File: config.mk
export PLATFORM = sky130hd
export DESIGN_NAME = ssp_div
export DESIGN_NICKNAME = d
export VERILOG_FILES = /design/src/sv/ssp_pkg.sv /design/src/sv/ssp_div.sv
export SDC_FILE = /design/constraint.sdc
export NUM_CORES = 2
export LEC_CHECK = 0
export BUFFER_PORTS_ARGS = -buffer_cell sky130_fd_sc_hd__buf_2
export CORE_ASPECT_RATIO = 1.75
export CORE_MARGIN = 2
export CORE_UTILIZATION = 35
export CTS_CLUSTER_DIAMETER = 60
export DETAILED_ROUTE_END_ITERATION = 10
export PLACE_DENSITY_LB_ADDON = 0.25
export REMOVE_ABC_BUFFERS = 1
export SLEW_MARGIN = 20
export SYNTH_ARGS = -nofsm -noshare
export SYNTH_HDL_FRONTEND = slang
export SYNTH_SLANG_ARGS = --single-unit
File: constraint.sdc
create_clock -name clk_i -period 6.7 [get_ports clk_i]
set_clock_uncertainty 0.15 [all_clocks]
set_input_delay 1.005 -clock clk_i [delete_from_list [all_inputs] [get_ports clk_i]]
set_output_delay 1.005 -clock clk_i [all_outputs]
set_load 0.005 [all_outputs]
File: src/sv/ssp_pkg.sv
// ----------------------------------------------------------------------------
// ssp_pkg: shared types and constants of the sky pattern pixel generator
// Field widths, configuration codes, pattern codes and the stage records
// that travel between the front end, the divider and the exponential unit.
// ----------------------------------------------------------------------------
`default_nettype none

package ssp_pkg;

  localparam int unsigned COORD_W   = 12;
  localparam int unsigned DIM_W     = 13;
  localparam int unsigned CFG_W     = 16;
  localparam int unsigned CFG_IDX_W = 3;
  localparam int unsigned VAL_W     = 16;
  localparam int unsigned D2_W      = 25;
  localparam int unsigned S2_W      = 32;
  localparam int unsigned REM_W     = S2_W + 1;
  localparam int unsigned XQ_W      = 20;
  localparam int unsigned SQ36_W    = 36;
  localparam int unsigned Q30_FRAC  = 30;
  localparam int unsigned Q30_W     = Q30_FRAC + 1;
  localparam int unsigned F_W       = XQ_W + 10;
  localparam int unsigned SERIES_TERMS = 20;
  localparam int unsigned DIV_STAGES   = XQ_W;

  localparam int unsigned DEF_MAX_DIM       = 4096;
  localparam int unsigned DEF_OUT_FRAC_BITS = 15;

  // exponent limit 12.0 in Q16
  localparam logic [XQ_W-1:0]  EXP_CUTOFF = 20'd786432;
  localparam logic [Q30_W-1:0] Q30_ONE    = 31'h4000_0000;

  typedef enum logic [2:0] {
    PAT_POINT     = 3'd0,
    PAT_UNIFORM   = 3'd1,
    PAT_GAUSS     = 3'd2,
    PAT_TWO_POINT = 3'd3,
    PAT_RING      = 3'd4
  } pattern_e;

  typedef enum logic [CFG_IDX_W-1:0] {
    CFG_MODE   = 3'd0,
    CFG_HEIGHT = 3'd1,
    CFG_WIDTH  = 3'd2,
    CFG_SIGMA  = 3'd3,
    CFG_RADIUS = 3'd4,
    CFG_RWIDTH = 3'd5
  } cfg_idx_e;

  typedef struct packed {
    logic [COORD_W-1:0] pixel_row;
    logic [COORD_W-1:0] pixel_col;
  } coord_t;

  typedef struct packed {
    logic [VAL_W-1:0] pixel_value;
  } value_t;

  // configuration as seen by the datapath, clamped and pre-squared
  typedef struct packed {
    logic [2:0]        mode;
    logic [DIM_W-1:0]  height;
    logic [DIM_W-1:0]  width;
    logic              sigma_zero;
    logic [S2_W-1:0]   s2;
    logic [SQ36_W-1:0] s2x12;
    logic [SQ36_W-1:0] hi2;
    logic [SQ36_W-1:0] lo2;
    logic              lo_pos;
  } cfg_t;

  typedef struct packed {
    logic             use_exp;
    logic [VAL_W-1:0] fixed_val;
    logic [REM_W-1:0] rem;
  } fd_t;

  typedef struct packed {
    logic             use_exp;
    logic [VAL_W-1:0] fixed_val;
    logic [XQ_W-1:0]  xq;
  } de_t;

  typedef struct packed {
    logic             use_exp;
    logic [VAL_W-1:0] fixed_val;
    logic [F_W-1:0]   f;
    logic [Q30_W-1:0] term;
    logic [Q30_W-1:0] sum;
  } exp_t;

  typedef struct packed {
    logic             use_exp;
    logic [VAL_W-1:0] fixed_val;
    logic [Q30_W-1:0] y;
  } sq_t;

  function automatic logic [VAL_W-1:0] one_value(input int unsigned frac);
    return VAL_W'((64'd1 << frac) & 64'hFFFF);
  endfunction

endpackage

`default_nettype wire

File: src/sv/ssp_div.sv
// ----------------------------------------------------------------------------
// ssp_div: pipelined exponent divider
// Restoring division of d2 * 2^23 by sigma^2, one quotient bit per stage.
// The front end guarantees the quotient fits, so the remainder starts at
// d2 * 8 and only shifts in zeros.
// ----------------------------------------------------------------------------
`default_nettype none

module ssp_div (
  input  logic                       clk_i,
  input  logic                       rst_ni,
  input  logic                       adv_i,
  input  logic                       in_valid_i,
  input  ssp_pkg::fd_t               fd_i,
  input  logic [ssp_pkg::S2_W-1:0]   s2_i,
  output logic                       out_valid_o,
  output ssp_pkg::de_t               de_o
);
  import ssp_pkg::*;

  logic             vld_s [DIV_STAGES+1];
  logic             use_s [DIV_STAGES+1];
  logic [VAL_W-1:0] fix_s [DIV_STAGES+1];
  logic [REM_W-1:0] rem_s [DIV_STAGES+1];
  logic [XQ_W-1:0]  q_s   [DIV_STAGES+1];

  assign vld_s[0] = in_valid_i;
  assign use_s[0] = fd_i.use_exp;
  assign fix_s[0] = fd_i.fixed_val;
  assign rem_s[0] = fd_i.rem;
  assign q_s[0]   = '0;

  for (genvar i = 0; i < DIV_STAGES; i++) begin : g_step
    logic [REM_W-1:0] r2;
    logic             ge;

    assign r2 = {rem_s[i][REM_W-2:0], 1'b0};
    assign ge = r2 >= {1'b0, s2_i};

    always_ff @(posedge clk_i or negedge rst_ni) begin
      if (!rst_ni) begin
        vld_s[i+1] <= 1'b0;
      end else if (adv_i) begin
        vld_s[i+1] <= vld_s[i];
      end
    end

    always_ff @(posedge clk_i) begin
      if (adv_i) begin
        use_s[i+1] <= use_s[i];
        fix_s[i+1] <= fix_s[i];
        rem_s[i+1] <= ge ? r2 - {1'b0, s2_i} : r2;
        q_s[i+1]   <= {q_s[i][XQ_W-2:0], ge};
      end
    end
  end

  assign out_valid_o  = vld_s[DIV_STAGES];
  assign de_o.use_exp   = use_s[DIV_STAGES];
  assign de_o.fixed_val = fix_s[DIV_STAGES];
  assign de_o.xq        = q_s[DIV_STAGES];

  a_quot_below_cutoff: assert property (@(posedge clk_i) disable iff (!rst_ni)
    vld_s[DIV_STAGES] && use_s[DIV_STAGES] |-> q_s[DIV_STAGES] < EXP_CUTOFF)
    else $error("exponent quotient reached the cutoff");

  a_rem_below_divisor: assert property (@(posedge clk_i) disable iff (!rst_ni)
    vld_s[DIV_STAGES] && use_s[DIV_STAGES] |-> rem_s[DIV_STAGES] < {1'b0, s2_i})
    else $error("division remainder not below sigma squared");

endmodule

`default_nettype wire

### Word-level counts from Yosys, hierarchy flattened

Cells that the tools add are included.

* add/subtract/negate cells: 19
* magnitude comparators: 20
* muxes and demuxes: 19

Operator list (number)
* 33-bit by 32-bit >= comparator with 1-bit output: 20
* 32-bit 2-to-1 mux: 19
* 32-bit subtractor: 19

* output and inout bits: 38
* bits of input ports: 86
* flip-flop bits (word level): 1178
* logic and storage cells: 176

### Logic depth before layout (Yosys ltp)

* depth after elaboration: 2
* gate-level depth with buffers: 16
* gate-level depth less buffers: 13

### Worst setup path after synthesis

Ideal clock, no wire load.

* kind: in2reg
* from: in s2_i[4] in the netlist's numbering
* to: reg rem_s (netlist bit g_step[1].r2[10]), data pin
* library setup time: 260 ps
* arrival: 4138 ps
* data required time: 6290 ps
* path buffers: 1
* setup slack: 2152 ps
* stages: 13
* cell sequence: inv_1 -> ha_1 -> or2_2 -> a31oi_1 -> a21oi_2 -> a31oi_4 -> o21ai_2 -> a2111oi_2 -> o31a_2 -> o21ai_1 -> a41oi_2 -> buf_6 -> mux2_2

* word-level cells in the longest chain between the ends: 2
* elaborated cells on any way between the ends: 3
* those cells by class: add/sub (1); order compare (1); mux (1)

Ends and longest elaborated chain
* start, declared: line ssp_div.sv:15 `input logic [ssp_pkg::S2_W-1:0] s2_i,`
* 32-bit subtractor / 33-bit by 32-bit >= comparator with 1-bit output (equally long branches): line ssp_div.sv:52, ssp_div.sv:38
* 32-bit 2-to-1 mux *: line ssp_div.sv:52 `rem_s[i+1] <= ge ? r2 - {1'b0, s2_i} : r2;`
* end signal, assigned by index: line ssp_div.sv:52
* end, declared: line ssp_div.sv:24 `logic [REM_W-1:0] rem_s [DIV_STAGES+1];`

Mark *: on every way between the ends. The rest lies on a longest branch, timed or not.
A chain may end at the register's enable or synchronous reset.

### Final worst setup path

* from: in s2_i[1] in the netlist's numbering
* to: reg rem_s (netlist bit g_step[5].r2[15]), data pin

Same word-level chain as after synthesis.

==> qor.yml <==
status: "finished clean"
drtIter0Drc: 3438
vdd_ir_drop_max_mv: 0.2226
layout.cells.non_filler: 9972
yosysWarnings: 0
nets: 7792
netlist_area_um2: 75020
grt_setup_unrepaired: "no"
synth_area_leaders: "edfxtp_1 (46%), ha_1 (11%), a21oi_1 (4.2%)"
via_per_inst: 5.431
antenna_left: 0
worstReg2RegStart: "g_step[4].r2[2]$_DFFE_PP_"
grt_max_degree: 169
finalCritPeriodShare_pct: 73.38
routed-via-count: 54154
hpwl_um: 153900
ys_seq_elements: 1178
dp_cells: 9725
seqPwrFrac_pct: 30.8
fin_ws_ns: 1.783
cp_slowest_cell: "inv_1"
yosys.area.top_type: "edfxtp_1"
num_io_pins: 124
intPower_uw: 25760
pwr-share-clk_pct: 18.4
syn_avg_cell_area_um2: 10.84
h-tree-depth: 4
antenna_found_initial: 1
initial_core_util_pct: 35.22
cts_tree: "built"
synth_top_area_share_pct: 46.35
grt_overflow: 0
clkTransAtPathRegs_ns: 0.06
synth_commonest_cells: "edfxtp_1 (1158), ha_1 (639), a21oi_1 (635), nand2_1 (556), o21ai_0 (497)"
fp-row-count: 224
grt_pass1_vias: 54828
die_area_um2: 218200
cpMostUsedCell: "buf_4"
yosysMostFrequentCell: "edfxtp_1"
layout-drive-gt1-share_pct: 11.36
synth_ff_type: "edfxtp_1"
cp-startpoint: "s2_i[1]"
clock_sinks: 1178
fmax_ghz: 0.2034
maxSlewViolCount: 0
wl_um: 207700
gp_congestion: 0.8847
pre_cts_slack_ns: 0.9749
clk_path_buf_depth: 4
synth_edf_count: 1158
ys_types: 103
die_w_um: 354.0
period_minus_slack_ns: 4.917
drc: 0
synthCells: 6923
cts_root_buf: "clkbuf_16"
cts_setup_buffers: 0
setup_viol: 0
leakage_uw: 0.03306
power-per-cell-area_nw_per_um2: 508.7
path_class: "primary input to flip-flop"
syn2layout_area_growth_pct: 11.87
end_kind: "flip-flop"
hold_path_class: "primary input to flip-flop"
tns_ns: 0
crit_required_ns: 7.06
portBuffers: 122
power_switching_uw: 16930
path_max_fanout: 22
tightest_slew_ns: 1.140
firstDrtPassIters: 6
die_height_um: 616.5
switching_share_pct: 39.66
crit_path_max_incr_delay_ns: 0.49
synthArstFlopShare_pct: 1.698
critPathBufInv: 4
hold_start: "fd_i[47]"
grt_first_pass_wirelength_um: 317300
yosysSeqAreaShare_pct: 47.02
combPwrFrac_pct: 50.8
design_area_um2: 83930
clk_latency_ns: 0.81
cp_top_family: "compound AO/OA/AOI/OAI gates"
path_cells: "buf_2 > inv_1 > buf_4 > ha_1 > nand2b_1 > a21oi_1 > o21ai_0 > a2111oi_0 > o31a_1 > o22ai_1 > o21ai_1 > a21o_1 > a21boi_4 > buf_4 > mux2_2"
slew-limit-headroom_pct: 22.04
track_usage_pct: 18.59
critPathLaunchType: "primary input"
core-area_um2: 213000
cts_buffers: 145
wire_per_inst_um: 20.83
arrival_ns: 5.28
placed_area_um2: 79240
hold_viol_final: 0
max-cap-violations: 0
cells in the final DEF, fill, tap and decap left out, types with 108 or more instances in the layout:
| master | count |
|---|---|
| edfxtp_1 | 1158 |
| a21o_1 | 366 |
| xnor2_1 | 284 |
| buf_2 | 121 |
| mux2_2 | 259 |
| xor2_1 | 215 |
| inv_1 | 184 |
| ha_1 | 639 |
| o21ai_0 | 497 |
| nand2_1 | 556 |
| clkbuf_16 | 152 |
| nor2_1 | 435 |
| a21oi_1 | 635 |
| nand4_1 | 108 |
| nand3_1 | 131 |
registers in the layout, summed over array words and instances (netlist names):
register,flops
use_s,19
de_o,37
q_s,190
out_valid_o,1
g_step.r2,608
vld_s,19
fix_s,304
metal layers:
layer	vias to the layer above	global-route usage, %	part of all wire, %	wire [µm]
li1	26412	-	-	-
met1	26169	19.55	37	77680
met2	1074	35.48	53	111000
met3	499	2.062	2.9	6107
met4	0	10.45	6.2	12920
met5	-	0	0	0
path summary, 6_finish.rpt:
kind	cells past startpoint	slack, ns	endpoint
max in group asynchronous	2	5.55	out_valid_o$_DFFE_PN0P_
hold / removal	1	0.24	fix_s[318]$_DFFE_PP_
hold reg to reg	0	0.25	fix_s[178]$_DFFE_PP_
setup / recovery	15	1.78	g_step[5].r2[15]$_DFFE_PP_
min in group asynchronous	2	0.55	vld_s[16]$_DFFE_PN0P_
setup reg to reg	12	2.26	g_step[5].r2[15]$_DFFE_PP_
logic make-up after synthesis:
group           after synthesis  synth area share, %
simple gates               1718                10.86
compound gates             2115                17.87
buf+inv                     451                2.578
flops                      1178                47.02
fa+ha+maj                   658                11.16
mux                         304                4.683
xor+xnor                    499                5.826
power groups by stage:
stage               clock [µW]  combinational, µW  sequential (µW)
global route              8380              24100            13300
detailed placement           0              21600            13300
floorplan                    0              16400            12400
global placement             0              21400            13300
CTS                       8160              21700            13200
finish                    7850              21700            13100
layout make-up:
class / count / area [µm²]
flip-flops and latches: 1178 / 35270
clock buffers: 170 / 3871
multi-input cells: 5294 / 37930
fillers: 20634 / 129100
diodes: 2 / 5.005
clock inverters: 74 / 795.8
inverters: 192 / 720.7
well taps: 2825 / 3535
repair buffers: 237 / 1792
what timing repair did:
item / 4_1_cts / 5_1_grt
endpoints found under the hold margin: 20 / 0
gates resized for setup: 0 / 0
setup endpoints to repair: 0 / 0
hold buffers: 1 / 0
metrics by stage:
| stage | hold WS [ns] | utilization, % | power [µW] |
|---|---|---|---|
| 2_1_floorplan | 0.2503 | - | 28880 |
| 3_3_place_gp | 0.2506 | 37.20 | 34690 |
| 3_5_place_dp | 0.2545 | 37.20 | 34870 |
| 4_1_cts | 0.1559 | 39.40 | 43060 |
| 5_1_grt | 0.2065 | 39.40 | 45790 |
| 6_report | 0.2422 | 39.40 | 42690 |
No activity file was read; power rests on OpenSTA's default activity.
