<file path="src/sv/ssp_pkg.sv">
// ----------------------------------------------------------------------------
// ssp_pkg: shared types and constants of the sky pattern pixel generator
// Field widths, configuration codes, pattern codes and the stage records
// that travel between the front end, the divider and the exponential unit.
// ----------------------------------------------------------------------------
`default_nettype none

package ssp_pkg;

  localparam int unsigned COORD_W   = 12;
  localparam int unsigned DIM_W     = 13;
  localparam int unsigned CFG_W     = 16;
  localparam int unsigned CFG_IDX_W = 3;
  localparam int unsigned VAL_W     = 16;
  localparam int unsigned D2_W      = 25;
  localparam int unsigned S2_W      = 32;
  localparam int unsigned REM_W     = S2_W + 1;
  localparam int unsigned XQ_W      = 20;
  localparam int unsigned SQ36_W    = 36;
  localparam int unsigned Q30_FRAC  = 30;
  localparam int unsigned Q30_W     = Q30_FRAC + 1;
  localparam int unsigned F_W       = XQ_W + 10;
  localparam int unsigned SERIES_TERMS = 20;
  localparam int unsigned DIV_STAGES   = XQ_W;

  localparam int unsigned DEF_MAX_DIM       = 4096;
  localparam int unsigned DEF_OUT_FRAC_BITS = 15;

  // exponent limit 12.0 in Q16
  localparam logic [XQ_W-1:0]  EXP_CUTOFF = 20'd786432;
  localparam logic [Q30_W-1:0] Q30_ONE    = 31'h4000_0000;

  typedef enum logic [2:0] {
    PAT_POINT     = 3'd0,
    PAT_UNIFORM   = 3'd1,
    PAT_GAUSS     = 3'd2,
    PAT_TWO_POINT = 3'd3,
    PAT_RING      = 3'd4
  } pattern_e;

  typedef enum logic [CFG_IDX_W-1:0] {
    CFG_MODE   = 3'd0,
    CFG_HEIGHT = 3'd1,
    CFG_WIDTH  = 3'd2,
    CFG_SIGMA  = 3'd3,
    CFG_RADIUS = 3'd4,
    CFG_RWIDTH = 3'd5
  } cfg_idx_e;

  typedef struct packed {
    logic [COORD_W-1:0] pixel_row;
    logic [COORD_W-1:0] pixel_col;
  } coord_t;

  typedef struct packed {
    logic [VAL_W-1:0] pixel_value;
  } value_t;

  // configuration as seen by the datapath, clamped and pre-squared
  typedef struct packed {
    logic [2:0]        mode;
    logic [DIM_W-1:0]  height;
    logic [DIM_W-1:0]  width;
    logic              sigma_zero;
    logic [S2_W-1:0]   s2;
    logic [SQ36_W-1:0] s2x12;
    logic [SQ36_W-1:0] hi2;
    logic [SQ36_W-1:0] lo2;
    logic              lo_pos;
  } cfg_t;

  typedef struct packed {
    logic             use_exp;
    logic [VAL_W-1:0] fixed_val;
    logic [REM_W-1:0] rem;
  } fd_t;

  typedef struct packed {
    logic             use_exp;
    logic [VAL_W-1:0] fixed_val;
    logic [XQ_W-1:0]  xq;
  } de_t;

  typedef struct packed {
    logic             use_exp;
    logic [VAL_W-1:0] fixed_val;
    logic [F_W-1:0]   f;
    logic [Q30_W-1:0] term;
    logic [Q30_W-1:0] sum;
  } exp_t;

  typedef struct packed {
    logic             use_exp;
    logic [VAL_W-1:0] fixed_val;
    logic [Q30_W-1:0] y;
  } sq_t;

  function automatic logic [VAL_W-1:0] one_value(input int unsigned frac);
    return VAL_W'((64'd1 << frac) & 64'hFFFF);
  endfunction

endpackage

`default_nettype wire

</file>
<file path="src/sv/ssp_front.sv">
// ----------------------------------------------------------------------------
// ssp_front: coordinate front end
// Centre offsets, squared distance and the decision of every pattern that
// needs no exponential, over four register stages.
// ----------------------------------------------------------------------------
`default_nettype none

module ssp_front #(
  parameter int unsigned OUT_FRAC_BITS = ssp_pkg::DEF_OUT_FRAC_BITS
) (
  input  logic           clk_i,
  input  logic           rst_ni,
  input  logic           adv_i,
  input  logic           in_valid_i,
  input  ssp_pkg::coord_t px_i,
  input  ssp_pkg::cfg_t  cfg_i,
  output logic           out_valid_o,
  output ssp_pkg::fd_t   fd_o
);
  import ssp_pkg::*;

  localparam logic [VAL_W-1:0] ONE_VAL = one_value(OUT_FRAC_BITS);

  // stage 1: offsets and position tests
  logic [COORD_W-1:0] cy, cx, dy_d, dx_d;
  logic [COORD_W-2:0] cy_half;
  logic [COORD_W+1:0] cy3;
  logic               outside_d, pt_d, two_d;

  assign cy      = cfg_i.height[DIM_W-1:1];
  assign cx      = cfg_i.width[DIM_W-1:1];
  assign cy_half = cy[COORD_W-1:1];
  assign cy3     = {2'b00, cy} + {1'b0, cy, 1'b0};

  assign outside_d = ({1'b0, px_i.pixel_row} >= cfg_i.height) ||
                     ({1'b0, px_i.pixel_col} >= cfg_i.width);
  assign dy_d = (px_i.pixel_row >= cy) ? px_i.pixel_row - cy : cy - px_i.pixel_row;
  assign dx_d = (px_i.pixel_col >= cx) ? px_i.pixel_col - cx : cx - px_i.pixel_col;
  assign pt_d = (px_i.pixel_row == cy) && (px_i.pixel_col == cx);
  assign two_d = (px_i.pixel_col == cx) &&
                 ((px_i.pixel_row == {1'b0, cy_half}) ||
                  ({1'b0, px_i.pixel_row} == cy3[COORD_W+1:1]));

  logic               v1_q, v2_q, v3_q, v4_q;
  logic               out1_q, pt1_q, two1_q;
  logic [COORD_W-1:0] dy1_q, dx1_q;
  logic               out2_q, pt2_q, two2_q;
  logic [2*COORD_W-1:0] sqy2_q, sqx2_q;
  logic               out3_q, pt3_q, two3_q;
  logic [D2_W-1:0]    d2_3_q;
  fd_t                fd_d, fd_q;

  always_ff @(posedge clk_i or negedge rst_ni) begin
    if (!rst_ni) begin
      v1_q <= 1'b0;
      v2_q <= 1'b0;
      v3_q <= 1'b0;
      v4_q <= 1'b0;
    end else if (adv_i) begin
      v1_q <= in_valid_i;
      v2_q <= v1_q;
      v3_q <= v2_q;
      v4_q <= v3_q;
    end
  end

  always_ff @(posedge clk_i) begin
    if (adv_i) begin
      out1_q <= outside_d;
      pt1_q  <= pt_d;
      two1_q <= two_d;
      dy1_q  <= dy_d;
      dx1_q  <= dx_d;
      // stage 2: squares
      out2_q <= out1_q;
      pt2_q  <= pt1_q;
      two2_q <= two1_q;
      sqy2_q <= (2*COORD_W)'(dy1_q) * (2*COORD_W)'(dy1_q);
      sqx2_q <= (2*COORD_W)'(dx1_q) * (2*COORD_W)'(dx1_q);
      // stage 3: squared distance
      out3_q <= out2_q;
      pt3_q  <= pt2_q;
      two3_q <= two2_q;
      d2_3_q <= D2_W'(sqy2_q) + D2_W'(sqx2_q);
      // stage 4: pattern decision
      fd_q   <= fd_d;
    end
  end

  // stage 4 compares: ring in 1/32 pixel squared, gaussian cutoff
  logic [SQ36_W-1:0] scaled;
  logic [SQ36_W-1:0] d2x128;
  logic              cut, ring_hit;

  assign scaled   = {1'b0, d2_3_q, 10'b0};
  assign d2x128   = {4'b0, d2_3_q, 7'b0};
  assign cut      = d2x128 >= cfg_i.s2x12;
  assign ring_hit = (!cfg_i.lo_pos || (scaled >= cfg_i.lo2)) && (scaled <= cfg_i.hi2);

  always_comb begin
    fd_d.rem       = REM_W'({d2_3_q, 3'b000});
    fd_d.use_exp   = 1'b0;
    fd_d.fixed_val = '0;
    if (!out3_q) begin
      case (cfg_i.mode)
        PAT_POINT: begin
          if (pt3_q) fd_d.fixed_val = ONE_VAL;
        end
        PAT_UNIFORM: begin
          fd_d.fixed_val = ONE_VAL;
        end
        PAT_GAUSS: begin
          if (cfg_i.sigma_zero) begin
            if (d2_3_q == '0) fd_d.fixed_val = ONE_VAL;
          end else if (!cut) begin
            fd_d.use_exp = 1'b1;
          end
        end
        PAT_TWO_POINT: begin
          if (two3_q) fd_d.fixed_val = ONE_VAL;
        end
        PAT_RING: begin
          if (ring_hit) fd_d.fixed_val = ONE_VAL;
        end
        default: begin
          fd_d.fixed_val = '0;
        end
      endcase
    end
  end

  assign out_valid_o = v4_q;
  assign fd_o        = fd_q;

endmodule

`default_nettype wire

</file>
<file path="config.mk">
export PLATFORM = sky130hd
export DESIGN_NAME = ssp_front
export DESIGN_NICKNAME = d
export VERILOG_FILES = /design/src/sv/ssp_pkg.sv /design/src/sv/ssp_front.sv
export SDC_FILE = /design/constraint.sdc
export NUM_CORES = 1
export LEC_CHECK = 0
export ABC_AREA = 1
export ABC_CLOCK_PERIOD_IN_PS = 14300
export BUFFER_PORTS_ARGS = -buffer_cell sky130_fd_sc_hd__buf_2
export CAP_MARGIN = 20
export CORE_MARGIN = 8
export CORE_UTILIZATION = 60
export CTS_CLUSTER_DIAMETER = 50
export DETAILED_ROUTE_END_ITERATION = 8
export GPL_ROUTABILITY_DRIVEN = 0
export PLACE_DENSITY = 0.88
export RECOVER_POWER = 25
export SLEW_MARGIN = 20
export SYNTH_ARGS = -nofsm -noshare
export SYNTH_HDL_FRONTEND = slang
export SYNTH_SLANG_ARGS = --single-unit
</file>
<file path="constraint.sdc">
create_clock -name clk_i -period 14.3 [get_ports clk_i]
set_input_delay 1.43 -clock clk_i [delete_from_list [all_inputs] [get_ports clk_i]]
set_output_delay 1.43 -clock clk_i [all_outputs]
set_load 0.005 [all_outputs]
</file>
* After elaboration in Yosys (flattened, before gate mapping)
Cells that the tools add are included.
** Word-level totals
- Output and inout bits :: 51
- Logic and storage cells :: 64
- Register bits :: 152
** Operators by class
- Multiply operators :: 2
- Magnitude comparators :: 7
- Muxes and demuxes :: 9
- Add/sub/neg operators :: 6
- Reduce and logical (&&, ||, !) cells :: 10
- Bitwise gates (word level) :: 1
- Equality and inequality tests :: 8
** Operators by type and width (count)
- $mux 16 :: 5
- $pmux 16 s5 :: 1
- $mul 12x12->24 :: 2
- $sub 12x12->12 :: 4
- $ge 32x36->1 :: 1
- $ge 35x36->1 :: 1
- $le 35x36->1 :: 1
- $ge 12x13->1 :: 2
- $add 24x24->25 :: 1
- $logic_not 25->1 :: 1
- $eq 12x12->1 :: 2
- $ge 12x12->1 :: 2
- $mux 12 :: 2
- $add 12x13->14 :: 1
- $eq 12x13->1 :: 1
- $eq 12x11->1 :: 1
- $eq 3x2->1 const B :: 2
- $eq 3x1->1 const B :: 1
- $eq 3x3->1 const B :: 1
- $logic_and 1x1->1 :: 3
- $logic_not 3->1 :: 1
- $logic_or 1x1->1 :: 3
- $reduce_or 3->1 :: 1
- $logic_not 1->1 :: 1
- 2 further kinds :: 2

* Logic depth before layout (Yosys ltp)
- Depth in word-level cells :: 5
- Gate-level depth with buffers :: 24
- Mapped depth without buffers :: 23

* Least setup slack after synthesis
No wires, ideal clock.
- Path type :: register to register
- From :: register dy1_q[2]
- To :: register sqy2_q[16] (data pin)
- Setup slack :: 9314 ps
- Cell stages (with the launch flop) :: 21
- Library setup time :: 265 ps
- Arrival :: 4721 ps
- Clock period less this slack :: 4986 ps
- Data required time :: 14035 ps
- Path through :: edfxtp_1 -> clkbuf_1 -> nand2_1 -> inv_1 -> fa_1 -> inv_1 -> fa_1 -> inv_1 -> fa_1 -> fa_1 -> inv_1 -> fa_1 -> inv_1 -> ha_1 -> a21oi_1 -> o21ai_0 -> inv_1 -> nand2_1 -> a31oi_1 -> o21ai_0 -> xor2_1
** On the way
- Cells in the longest elaborated chain, start to end :: 1
** RTL lines
- start, declared :: RTL line ssp_front.sv:46 : logic [COORD_W-1:0] dy1_q, dx1_q;
- start signal, assigned :: RTL line ssp_front.sv:72 : dy1_q <= dy_d;
- $mul 12x12->24 :: RTL line ssp_front.sv:78 : sqy2_q <= (2*COORD_W)'(dy1_q) * (2*COORD_W)'(dy1_q);
- end signal, assigned :: RTL line ssp_front.sv:78
- end, declared :: RTL line ssp_front.sv:48 : logic [2*COORD_W-1:0] sqy2_q, sqx2_q;
Every way passes these cells.
A chain may end at the register's enable or synchronous reset.

* Final worst setup path
- From :: register dy1_q[2]
- To :: register sqy2_q[21] (data pin)
Same word-level chain as after synthesis.

==> qor.txt <==
Status: finished with violations
Failing checks: design-rule violations, max-capacitance violations, max-slew violations
Place WS: 8.90 ns
Crit path buffers/inverters: 6
Vias per inst: 5.58
Diode count: 0
Clk_skew: 0.0126 ns
Clk pin slew, worst setup/hold paths: 0.06 ns
Fin nets: 3308
Placed wire-length estimate: 40.6 mm
Met3 wire len: 4.35 mm
Total track usage: 0.250
IO Count: 250
Post-CTS sizing: 0
Fraction of registers with async set/reset: 0.0296
Period Utilization, post-route: 0.383
I/O Buffers: 194
Worst slew pin tran: 3.90 ns
Post-synth EDFFs: 131
Synth Flop Type: edfxtp_1
Nature of the critical path startpoint: flip-flop
CTS tree: built
CP Class: flip-flop to flip-flop
RSZ-0062 raised after global routing: false
Hold_buf cts: 0
HP Class: flip-flop to flip-flop
Initial drt markers: 1258
Top Metal Used: met4
Post-CTS Setup Inserts: 0
Die H: 198 um
Detailed-route wire length: 49.6 mm
Met2 wire length: 24.4 mm
CP most frequent cell: inv_1
Layout cells sized above 1: 0.0926
Clk_lat worst skew: 0.43 ns
CORE AREA: 0.0325 sq mm
Clock period minus worst slack: 5.47 ns
Max stage delay on crit path: 0.64 ns
Setup Viol. Count Final: 0
Die Area: 0.0391 sq mm
Syn. warnings: 0
Avg Inst Size Synth: 8.02 sq um
CTS sink cnt: 135
Register bit total from synthesis: 135
Antenna violations before repair: 0
Largest delay contributor family on the critical path: adder cells
Worst Path Max Fanout: 13
Peak Freq: 0.183 GHz
Die X: 198 um
Drt first pass iters: 9
GRT overflow: 0
Wl on met1: 18.6 mm
CP endpoint kind: flip-flop
Via count: 17300
Crit path required time: 14.53 ns
DRC viols: 1
Fill cells: 2506
WL/cell: 16.0 um
Relative slew slack: -1.60
Synthesized cell area: 0.0198 sq mm
Setup tns final: 0 ns
Netlist cell types: 56
Max Slew Vio Count: 77
Maxcap violations: 1
Crit path DAT: 5.70 ns
Routed Antenna Nets: 0
Vias in the first global route: 18000
Final hold viol count: 0
TritonCTS Buffers: 17
First-pass GRT wire length: 81.2 mm
Htree depth: 4
Post-route setup slack: 8.83 ns
Max stage delay cell, worst path: edfxtp_1
Clock Tree Buf Depth: 2
Final core utilization: 0.665
Cells after Synth: 2472
Initial core utilization: 0.609
Num rows: 66
Crit path cell chain: nand2_1 -> inv_1 -> fa_1 -> inv_1 -> fa_1 -> inv_1 -> fa_1 -> fa_1 -> inv_1 -> fa_1 -> inv_1 -> ha_1 -> nand2_1 -> nor2_1 -> inv_1 -> nor3_1 -> nand4_1 -> nand3_1 -> xor2_1
Root Driver: clkbuf_16
Sequential element share of the synthesized area: 0.203
Largest net degree at the start of global routing: 77
Area delta synth->final: 9.18%
[area by class of cell]
cell class / count / area (sq um) / share of cell area
Clock inverter: 14 / 139 / 0.00641
Tap cell: 442 / 553 / 0.0255
Clock buffer: 18 / 439 / 0.0203
Sequential cell: 135 / 4030 / 0.186
Multi-Input combinational cell: 1700 / 13300 / 0.613
Timing Repair Buffer: 195 / 975 / 0.0450
Inverter: 595 / 2230 / 0.103
[sequential cells by signal, summed over array words and instances (netlist names)]
name and cells:
sqx2_q 23, pt2_q 1, pt3_q 1, out1_q 1, v1_q 1, dy1_q 12
out2_q 1, d2_3_q 25, dx1_q 12, two1_q 1, pt1_q 1, out_valid_o 1
two2_q 1, fd_o 27, v2_q 1, out3_q 1, two3_q 1, v3_q 1
sqy2_q 23
[metrics by stage]
step                      std cells  hold slack, ns  cell area [sq um]
after CTS                      3099           0.421              21700
after floorplan                2494           0.400              19900
after global placement         3067           0.401              21100
after detailed placement       3067           0.407              21100
final                          3099           0.418              21700
after global routing           3099           0.438              21700
[synthesized netlist by cell type, types with 5 or more instances]
library cell,count,area share
a221oi_1,6,0.0026
nand2_1,497,0.094
o21a_1,7,0.0026
nand2_2,5,0.0016
o21bai_1,8,0.0030
a21oi_1,162,0.041
nor4_1,18,0.0057
a21o_1,20,0.0076
xor2_1,77,0.034
buf_4,26,0.0098
xnor2_1,37,0.016
nand3_1,73,0.018
ha_1,296,0.19
buf_2,5,0.0013
inv_1,593,0.11
nand3b_1,5,0.0019
nand4_1,30,0.0095
nor2_1,118,0.022
o21ai_1,8,0.0020
fa_1,169,0.17
edfxtp_1,131,0.20
o21ai_0,63,0.016
clkbuf_1,30,0.0057
nor3_1,19,0.0048
a31oi_1,9,0.0028
o2111ai_1,5,0.0022
o211ai_1,6,0.0023
[logic make-up after synthesis]
family / share of synthesized area
buf+inv: 0.131
xor+xnor: 0.0515
flops: 0.203
mux: 0.00164
simple gates: 0.164
other cells: 0.000189
compound gates: 0.0914
fa+ha+maj: 0.357
[worst register-to-register path, cell delays in order (launching register included)]
cell and delay, ns:
edfxtp_1 0.64, nand2_1 0.23, inv_1 0.08, fa_1 0.53
inv_1 0.06, fa_1 0.55, inv_1 0.07, fa_1 0.51
fa_1 0.57, inv_1 0.06, fa_1 0.53, inv_1 0.04
ha_1 0.37, nand2_1 0.11, nor2_1 0.10, inv_1 0.06
nor3_1 0.25, nand4_1 0.13, nand3_1 0.12, xor2_1 0.26
[cell usage in the layout (no fill, tap or decap), drive strengths merged, types with 5 or more instances in the layout]
| cell | n |
|---|---|
| nor4 | 18 |
| nand4 | 30 |
| conb | 23 |
| a21oi | 162 |
| xor2 | 77 |
| o21a | 7 |
| a21o | 20 |
| nand3 | 74 |
| nor3 | 20 |
| o2111ai | 5 |
| o211ai | 6 |
| nand3b | 5 |
| edfxtp | 131 |
| nor2 | 121 |
| nand2 | 503 |
| xnor2 | 37 |
| ha | 296 |
| a221oi | 7 |
| inv | 601 |
| o21bai | 8 |
| fa | 169 |
| clkbuf | 21 |
| a31oi | 9 |
| buf | 192 |
| o21ai | 75 |
[per-layer routing]
layer,GRT usage,vias to the layer above
li1,-,8137
met1,0.281,7975
met2,0.457,975
met3,0.0387,196
met4,0.122,0
met5,0,-
[worst paths after layout]
kind | from | to | slack, ns | cells after the start
max reg2reg | dy1_q[2] | sqy2_q[21] | 8.83 | 19
min in group asynchronous | rst_ni | v1_q | 0.82 | 1
max | dy1_q[2] | sqy2_q[21] | 8.83 | 19
min | out1_q | out2_q | 0.42 | 0
min reg2reg | out1_q | out2_q | 0.42 | 0
max in group asynchronous | rst_ni | out_valid_o | 13.29 | 1
Power is not shown: default switching activity piles up to over one toggle a cycle in this logic, so the estimate is an artifact.
